<file path="src/hdl/itoa_pkg.sv">
package itoa_pkg;

    localparam int DIGIT_W = 4;

    localparam logic [5:0] CHAR_ZERO  = 6'd48;
    localparam logic [5:0] CHAR_NINE  = 6'd57;
    localparam logic [5:0] CHAR_MINUS = 6'd45;

    // Double-dabble correction: digits of 5 or more get 3 added before the shift
    localparam logic [DIGIT_W-1:0] BCD_ADJ_MIN = 4'd5;
    localparam logic [DIGIT_W-1:0] BCD_ADJ     = 4'd3;

    typedef struct packed {
        logic load;        // capture a new request
        logic conv_step;   // one shift-and-add-3 step
        logic skip;        // drop one leading zero digit
        logic emit_sign;   // send the minus sign
        logic emit_digit;  // send the top digit and drop it
    } cmd_t;

    typedef struct packed {
        logic conv_last;   // current step is the final conversion step
        logic top_zero;    // top BCD digit is zero
        logic one_left;    // one digit remains
        logic neg;         // value of the request is negative
    } status_t;

endpackage

</file>
<file path="src/hdl/itoa_dp.sv">
module itoa_dp #(
    parameter int VALUE_WIDTH = 32
) (
    input  logic                          clk,
    input  logic                          rst_n,
    input  itoa_pkg::cmd_t                cmd,
    input  logic signed [VALUE_WIDTH-1:0] value,
    output itoa_pkg::status_t             status,
    output logic [5:0]                    ascii_char,
    output logic                          is_last,
    output logic                          strobe
);

    // Digits needed for a magnitude of up to 2**(VALUE_WIDTH-1)
    localparam int NDIG  = (VALUE_WIDTH * 3) / 10 + 1;
    localparam int BCD_W = NDIG * itoa_pkg::DIGIT_W;
    localparam int BIT_W = $clog2(VALUE_WIDTH);
    localparam int CNT_W = $clog2(NDIG + 1);

    logic [VALUE_WIDTH-1:0]       mag_reg, mag_next;
    logic [BCD_W-1:0]             bcd_reg, bcd_next;
    logic [BIT_W-1:0]             bit_cnt_reg, bit_cnt_next;
    logic [CNT_W-1:0]             dig_cnt_reg, dig_cnt_next;
    logic                         neg_reg, neg_next;
    logic [5:0]                   ascii_char_reg, ascii_char_next;
    logic                         is_last_reg, is_last_next;
    logic                         strobe_reg, strobe_next;
    logic [BCD_W-1:0]             bcd_adj;
    logic [VALUE_WIDTH-1:0]       value_u;
    logic [itoa_pkg::DIGIT_W-1:0] top_digit;

    assign value_u   = value;
    assign top_digit = bcd_reg[BCD_W-1 -: itoa_pkg::DIGIT_W];

    // add-3 correction, per digit
    always_comb
    begin
        logic [itoa_pkg::DIGIT_W-1:0] d;
        d       = '0;
        bcd_adj = '0;
        for (int i = 0; i < NDIG; i++)
        begin
            d = bcd_reg[i*itoa_pkg::DIGIT_W +: itoa_pkg::DIGIT_W];
            if (d >= itoa_pkg::BCD_ADJ_MIN)
            begin
                d = d + itoa_pkg::BCD_ADJ;
            end
            bcd_adj[i*itoa_pkg::DIGIT_W +: itoa_pkg::DIGIT_W] = d;
        end
    end

    always_comb
    begin
        mag_next        = mag_reg;
        bcd_next        = bcd_reg;
        bit_cnt_next    = bit_cnt_reg;
        dig_cnt_next    = dig_cnt_reg;
        neg_next        = neg_reg;
        ascii_char_next = ascii_char_reg;
        is_last_next    = is_last_reg;
        strobe_next     = 1'b0;

        if (cmd.load)
        begin
            neg_next     = value_u[VALUE_WIDTH-1];
            mag_next     = value_u[VALUE_WIDTH-1] ? (~value_u + 1'b1) : value_u;
            bcd_next     = '0;
            bit_cnt_next = '0;
            dig_cnt_next = CNT_W'(NDIG);
        end
        else if (cmd.conv_step)
        begin
            bcd_next     = {bcd_adj[BCD_W-2:0], mag_reg[VALUE_WIDTH-1]};
            mag_next     = {mag_reg[VALUE_WIDTH-2:0], 1'b0};
            bit_cnt_next = bit_cnt_reg + 1'b1;
        end
        else if (cmd.skip)
        begin
            bcd_next     = {bcd_reg[BCD_W-itoa_pkg::DIGIT_W-1:0], {itoa_pkg::DIGIT_W{1'b0}}};
            dig_cnt_next = dig_cnt_reg - 1'b1;
        end
        else if (cmd.emit_sign)
        begin
            ascii_char_next = itoa_pkg::CHAR_MINUS;
            is_last_next    = 1'b0;
            strobe_next     = 1'b1;
        end
        else if (cmd.emit_digit)
        begin
            ascii_char_next = itoa_pkg::CHAR_ZERO + {2'b00, top_digit};
            is_last_next    = status.one_left;
            strobe_next     = 1'b1;
            bcd_next        = {bcd_reg[BCD_W-itoa_pkg::DIGIT_W-1:0], {itoa_pkg::DIGIT_W{1'b0}}};
            dig_cnt_next    = dig_cnt_reg - 1'b1;
        end
    end

    always_ff @(posedge clk or negedge rst_n)
    begin
        if (!rst_n)
        begin
            strobe_reg <= 1'b0;
        end
        else
        begin
            strobe_reg <= strobe_next;
        end
    end

    always_ff @(posedge clk)
    begin
        mag_reg        <= mag_next;
        bcd_reg        <= bcd_next;
        bit_cnt_reg    <= bit_cnt_next;
        dig_cnt_reg    <= dig_cnt_next;
        neg_reg        <= neg_next;
        ascii_char_reg <= ascii_char_next;
        is_last_reg    <= is_last_next;
    end

    assign status.conv_last = (bit_cnt_reg == BIT_W'(VALUE_WIDTH - 1));
    assign status.top_zero  = (top_digit == '0);
    assign status.one_left  = (dig_cnt_reg == CNT_W'(1));
    assign status.neg       = neg_reg;

    assign ascii_char = ascii_char_reg;
    assign is_last    = is_last_reg;
    assign strobe     = strobe_reg;

endmodule

</file>
<file path="src/hdl/itoa_ctrl.sv">
module itoa_ctrl (
    input  logic              clk,
    input  logic              rst_n,
    input  logic              start,
    input  itoa_pkg::status_t status,
    output itoa_pkg::cmd_t    cmd,
    output logic              busy
);

    localparam logic [2:0] ST_IDLE = 3'd0;
    localparam logic [2:0] ST_CONV = 3'd1;
    localparam logic [2:0] ST_SKIP = 3'd2;
    localparam logic [2:0] ST_SIGN = 3'd3;
    localparam logic [2:0] ST_EMIT = 3'd4;

    logic [2:0] state_reg, state_next;

    always_comb
    begin
        state_next = state_reg;
        cmd        = '0;
        case (state_reg)
            ST_IDLE:
            begin
                if (start)
                begin
                    cmd.load   = 1'b1;
                    state_next = ST_CONV;
                end
            end
            ST_CONV:
            begin
                cmd.conv_step = 1'b1;
                if (status.conv_last)
                begin
                    state_next = ST_SKIP;
                end
            end
            ST_SKIP:
            begin
                // strip leading zeros, always keep at least one digit
                if (status.top_zero && !status.one_left)
                begin
                    cmd.skip = 1'b1;
                end
                else if (status.neg)
                begin
                    state_next = ST_SIGN;
                end
                else
                begin
                    state_next = ST_EMIT;
                end
            end
            ST_SIGN:
            begin
                cmd.emit_sign = 1'b1;
                state_next    = ST_EMIT;
            end
            ST_EMIT:
            begin
                cmd.emit_digit = 1'b1;
                if (status.one_left)
                begin
                    state_next = ST_IDLE;
                end
            end
            default:
            begin
                state_next = ST_IDLE;
            end
        endcase
    end

    always_ff @(posedge clk or negedge rst_n)
    begin
        if (!rst_n)
        begin
            state_reg <= ST_IDLE;
        end
        else
        begin
            state_reg <= state_next;
        end
    end

    assign busy = (state_reg != ST_IDLE);

endmodule

</file>
<file path="src/hdl/signed_int_to_decimal_ascii.sv">
// The first character comes after the bit-serial shift-and-add-3 loop and the
// leading-zero strip over D = W*3/10 + 1 digit slots, where W = VALUE_WIDTH;
// the rest follow one per cycle with no gaps.
// Reset (rst_n, async, active low) idles the controller and clears the strobe.
// Results cannot be stalled: each character is marked by strobe for exactly one cycle.
//
// Signed integer to decimal ASCII converter.
//
// Request: 'value' is taken on a clock edge with start high and busy low.
// The datapath forms the unsigned magnitude (so the most negative value prints
// in full) and runs a double-dabble conversion, one magnitude bit per cycle,
// into D BCD digits. Leading zero digits are then shifted out one per cycle,
// keeping at least one digit so that zero prints as '0'.
//
// Output: a minus sign first for negative values, then the digits most
// significant first. Each character is shown on ascii_char with strobe high for
// one cycle; is_last marks the final character of the number.
//
// busy falls on the same edge that launches the last character, so a new
// request can be taken while that character is still on the ports.
module signed_int_to_decimal_ascii #(
    parameter int VALUE_WIDTH = 32
) (
    input  logic                          clk,
    input  logic                          rst_n,
    input  logic                          start,
    output logic                          busy,
    input  logic signed [VALUE_WIDTH-1:0] value,
    output logic [5:0]                    ascii_char,
    output logic                          is_last,
    output logic                          strobe
);

    itoa_pkg::cmd_t    cmd;
    itoa_pkg::status_t status;

    // Sequencer: load, convert, strip zeros, sign, emit digits
    itoa_ctrl u_ctrl (
        .clk    (clk),
        .rst_n  (rst_n),
        .start  (start),
        .status (status),
        .cmd    (cmd),
        .busy   (busy)
    );

    // Magnitude shifter, BCD register, counters and output register
    itoa_dp #(
        .VALUE_WIDTH (VALUE_WIDTH)
    ) u_dp (
        .clk        (clk),
        .rst_n      (rst_n),
        .cmd        (cmd),
        .value      (value),
        .status     (status),
        .ascii_char (ascii_char),
        .is_last    (is_last),
        .strobe     (strobe)
    );

endmodule

</file>
<file path="config.mk">
export PLATFORM = sky130hd
export DESIGN_NAME = signed_int_to_decimal_ascii
export DESIGN_NICKNAME = d
export VERILOG_FILES = /design/src/hdl/itoa_pkg.sv /design/src/hdl/itoa_dp.sv /design/src/hdl/itoa_ctrl.sv /design/src/hdl/signed_int_to_decimal_ascii.sv
export SDC_FILE = /design/constraint.sdc
export NUM_CORES = 1
export LEC_CHECK = 0
export ABC_AREA = 1
export BUFFER_PORTS_ARGS = -buffer_cell sky130_fd_sc_hd__buf_2
export CORE_ASPECT_RATIO = 0.75
export CORE_UTILIZATION = 25
export CTS_BUF_LIST = sky130_fd_sc_hd__clkbuf_4
export DETAILED_ROUTE_END_ITERATION = 8
export HOLD_SLACK_MARGIN = 0.02
export SLEW_MARGIN = 25
export SYNTH_ARGS = -nofsm -noshare
export SYNTH_HDL_FRONTEND = slang
export SYNTH_HIERARCHICAL = 1
export SYNTH_SLANG_ARGS = --single-unit
</file>
<file path="constraint.sdc">
create_clock -name clk -period 4.8 [get_ports clk]
set_input_delay 0.72 -clock clk [delete_from_list [all_inputs] [get_ports clk]]
set_output_delay 0.72 -clock clk [all_outputs]
set_load 0.1 [all_outputs]
</file>
Word-level counts from Yosys, hierarchy flattened --
Cells that the tools add are included.
Storage, ports and cells: bits in registers 93, bits of input ports 35, output and inout bits 9, word-level logic and storage cells 102
Operators by class: add/sub/neg operators 14, magnitude comparators 10, eq/ne operators 12, mux-type cells 40, bitwise logic cells 4, reduce and logical (&&, ||, !) cells 13
Operator list (number):
- 40-bit 2-to-1 mux | 4
- 32-bit 2-to-1 mux | 3
- 4-bit 2-to-1 mux | 12
- 4-bit by 3-bit >= comparator with 1-bit output, second input constant | 10
- 4-bit by 2-bit adder with 4-bit output, second input constant | 9
- 32-bit by 1-bit adder with 32-bit output, second input constant | 1
- 32-bit NOT | 1
- 3-bit 2-to-1 mux | 6
- 3-bit case mux with 5 select lines | 1
- 1-bit 2-to-1 mux | 13
- 4-bit AND reduction | 2
- 5-bit by 5-bit adder with 6-bit output, first input constant | 1
- 3-bit by 2-bit == test with 1-bit output, second input constant | 2
- 6-bit 2-to-1 mux | 1
- 2-bit inequality test, second input constant | 3
- 2-bit nonzero test | 3
- 3-bit nonzero test | 2
- 5-bit by 1-bit adder with 5-bit output, second input constant | 1
- 5-bit == test, second input constant | 1
- 4-bit by 1-bit == test with 1-bit output, second input constant | 1
- 4-bit zero test | 1
- 2-bit by 1-bit inequality test with 1-bit output, second input constant | 2
- 4-bit by 1-bit subtractor with 4-bit output, second input constant | 1
- 3-bit by 2-bit adder with 3-bit output, second input constant | 1
- other kinds (9) | 11

Logic depth before layout (Yosys ltp) --
depth in word-level cells 8, gate-level depth with buffers 14

Hierarchy --
Netlist, hierarchy kept.
By module, submodules not included:
- itoa_dp | times used 1, cells each 735, area an instance 5582.9 µm², seq. area each 2177.1 µm²
- itoa_ctrl | times used 1, cells each 37, area an instance 246.5 µm², seq. area each 75.1 µm²

Worst setup path before layout --
OpenSTA, ideal clock, no wires.
kind register -> register, start point register u_ctrl.state_reg[1], end point register u_dp.ascii_char_reg[0], in the netlist u_dp/ascii_char[0] (enable), setup time 378 ps, arrival time 2903 ps, slack 1519 ps, stages on the path, launching flop included 8, path buffers 1, period minus slack after synthesis 3281 ps, cells stage by stage dfrtp_1 > nor2_2 > nand2_1 > nor2_1 > clkbuf_1 > inv_2 > nand2_1 > nor3_1
RTL lines:
- from (decl) | RTL line itoa_ctrl.sv:16 | logic [2:0] state_reg, state_next;
- from (signal assigned) | RTL line itoa_ctrl.sv:83 | state_reg <= state_next;
- to (signal assigned) | RTL line itoa_dp.sv:117 | ascii_char_reg <= ascii_char_next;
- to (decl) | RTL line itoa_dp.sv:25 | logic [5:0] ascii_char_reg, ascii_char_next;

==> results.txt <==
The initialized floorplan defines 47 standard-cell rows. The clock-pin slew reported for the worst setup and hold paths after clock tree synthesis came out at 160 ps. The die extent in x came out at 178 µm. The aggregate routed wire length is 13900 µm.

The layout overhead on the synthesized area is 10.2%. The master cell of the clock root buffer is clkbuf_4. For this run the aggregate overflow at the end of global routing stands at 0. Once detail routing completed, the nets flagged for antenna violations numbered 0. Counting every sink on the clock net gives 92.

For this run, the leading register cell type out of synthesis is dfxtp_1. Combinational logic burns 50.4% of the power. In this run the cell area measured after placement is 6260 µm². The starting utilization of the core area is 25.9%. The port buffer count is 42. The part of the power in registers came out at 38.2%. Summed over all cells, the static leakage comes to 2.62 nW. Summed over all nets, the switching power comes to 1.97 mW. The fraction of synthesis flops using an asynchronous set or reset pin is 4.35%. Dividing the detail-routed via count by the number of cells gives 4.65. The final non-filler cell total came out at 1100.

The wire-length estimate of the detail-placed layout is 9810 µm. The number of antenna violations at the first check in global routing is 1. The global routing met2 resource utilization came out at 17.0%. The die height is 134 µm.

In the final routed layout, each cell accounts on average for 12.6 µm. The most used routing layer is met1. The first TritonRoute pass finished after 6 iterations. Setup violations remaining at the end of the flow were counted as 0. The post-synth net total came out at 832.

The register area came out at 2250 µm². The post-route standard cell area excluding fillers is 6420 µm². The number of cells produced by synthesis is 772. The cell depth of the worst min-delay path is 2. The count of yosys warnings during synthesis came out at 6. The critical path is of the reg -> reg type. The placed cell count is 1082.

The final critical-path required period came out at 3380 ps. The last weighted congestion value of the routability-driven placer came out at 0.895. The met1 track demand over resource in global routing is 18.7%. The total DRC errors in the routed layout is 0.

The final hold violation count came out at 0. The maximum level of the CTS H-tree came out at 3. The core region is 22500 µm².

The final hold slack came out at 490 ps. The synthesized area per cell is 7.55 µm². The fraction of the yosys area taken by sequential cells came out at 38.6%. The overall routing resource usage is 12.2%. The switching fraction of total power came out at 48.3%. The met3 layer usage reported by global route is 2.61%.

The actual slew at the worst max-slew pin is 928 ps. The arrival time of data at the critical path endpoint is 3750 ps. For this design the top-level I/O count stands at 44. The TritonCTS clock tree is yes. After synthesis, the netlist uses 41 different library cells.

The filler cell count is 2440. The number of maximum-capacitance constraint violations came out at 0. Summing every instance area after synthesis gives 5830 µm². The setup TNS after final layout is 0 ps. The worst-case headroom to the max-slew limit came out at 37.7%. For the worst-skew pair, the clock arrives at the later sink with an insertion delay of 470 ps. The first-pass GRT wire length is 23400 µm. The multi-input combinational cell area is 3060 µm².

Setup repair after global routing left no endpoint under its margin. The die covers 23900 µm². For this block, the via count after detailed routing is 5113. The power per cell area came out at 635 nW/µm². Internal power comes to 2.11 mW. The detailed router finished its first iteration with 557 violations. The clock network fraction of total power came out at 11.3%. The pin count of the biggest net entering global routing is 64.

The final period utilization came out at 70.5%. The number of cell instances on the worst register-to-register path came out at 8. The number of gates given a new drive strength after cts came out at 0.

The post-route netlist has 14.0% of its cells at a drive strength greater than 1. On the final layout, the worst clock skew is 23.9 ps. The clock buffer count from CTS is 9. The worst setup path is launched from a register. The final number of max-transition violations is 0.

The net total in the final layout is 860. The maximum clock insertion buffer count is 2. The required time of the critical path came out at 5170 ps. The register-to-register path setup slack came out at 1420 ps. The run finished with clean final reports.

In this run the worst path has a maximum fanout of 30. The total of flip-flops plus latches after synthesis is 92. The number of global-route vias before repair was 4582. The flip-flop count of the largest register after layout came out at 40. The highest clock rate came out at 295 MHz.

The number of synthesized flops with an enable pin is 39. VDD sags by at most 0.295 mV. The worst setup path is captured at a register. The min-delay analysis places its worst path in the category reg -> reg.
power by group through the flow:
stage	Combinational, mW	Clock [mW]	Sequential [mW]
floorplan	1.61	0	1.58
global placement	2.01	0	1.57
detailed placement	2.06	0	1.57
CTS	2.06	0.480	1.56
global route	2.37	0.506	1.62
finish	2.06	0.463	1.56
per-stage QoR:
stage / setup slack, ps / util [%] / power [mW]
detailed placement: 1390 / 27.9 / 3.63
CTS: 1390 / 28.6 / 4.10
floorplan: 1520 / - / 3.19
global placement: 1560 / 27.9 / 3.58
global route: 1020 / 28.6 / 4.49
finish: 1420 / 28.6 / 4.08
cell usage after synthesis (all sizes together) (3+ instances only):
master	instances	area (µm²)
a22oi	7	52.6
nand3	58	310
o22ai	4	25.0
nand4	10	62.6
ha	25	313
nor2	74	384
buf	19	144
and2	3	18.8
nor3	7	35.0
clkbuf	11	41.3
edfxtp	39	1170
xor2	15	131
nand2	161	629
a31oi	21	131
xnor2	6	52.6
or2	3	18.8
inv	87	332
dfxtp	49	981
o21ai	95	498
dfrtp	4	100
a21oi	65	337
area by class of cell:
type | instances | share of cell area [%]
Timing Repair Buffer | 47 | 3.90
Sequential cell | 92 | 35.1
Tap cell | 294 | 5.73
Antenna cell | 1 | 0.0390
Clock buffer | 9 | 1.05
Inverter | 88 | 5.24
Multi-Input combinational cell | 562 | 47.7
Clock inverter | 7 | 1.27
critical path, cell delays in order (launching register included):
cell      delay [ps]
dfrtp_1          470
inv_1            100
nand3_2          100
inv_1            570
inv_1            570
nand3_2          600
clkinv_2         520
a21oi_1          270
a21oi_1           90
cells in the final DEF (no fill, tap or decap), drive strengths merged, types with 2 or more instances in the layout:
master  netlist  routed
ha           25      25
buf          19      46
dfrtp         4       4
clkinv        1       2
nor3          7       7
or2           3       3
a31oi        21      21
nand2       161     161
o221ai        2       2
nand4        10      10
and2          3       3
nand3        58      58
xnor2         6       6
nor2         74      74
o22ai         4       4
clkbuf       11       9
xor2         15      15
o21ai        95      95
nand3b        2       2
dfxtp        49      49
edfxtp       39      39
nor4          2       2
inv          87      91
a21oi        65      65
a22oi         7       7
cells by family after synthesis:
| group | count (synthesis) | synth area share, % |
|---|---|---|
| AO/OA/AOI/OAI | 195 | 18.3 |
| buffers and inverters | 118 | 8.95 |
| adder cells (fa/ha/maj) | 25 | 5.37 |
| XOR/XNOR | 21 | 3.16 |
| AND/OR/NAND/NOR | 320 | 25.5 |
| flip-flops | 92 | 38.6 |
| other | 1 | 0.0643 |
what timing repair did:
| item | in CTS | in global routing |
|---|---|---|
| hold buffers | 1 | 0 |
| hold endpoints to repair | 4 | 0 |
| buffers inserted | 0 | 0 |
layer usage:
layer	wire, µm	up-vias
met5	0	-
li1	-	2655
met2	5540	113
met3	786	10
met4	128	0
met1	7440	2335
path summary, 6_finish.rpt:
check,to,startpoint
min in group asynchronous,u_ctrl/state_reg[1],rst_n
max reg2reg,u_dp/bcd_reg[26],u_ctrl/state_reg[1]
max in group asynchronous,u_dp/strobe,rst_n
max,u_dp/bcd_reg[26],u_ctrl/state_reg[1]
min,u_dp/dig_cnt_reg[1],u_dp/dig_cnt_reg[1]
min reg2reg,u_dp/dig_cnt_reg[1],u_dp/dig_cnt_reg[1]
No activity file was read; power rests on OpenSTA's default activity.
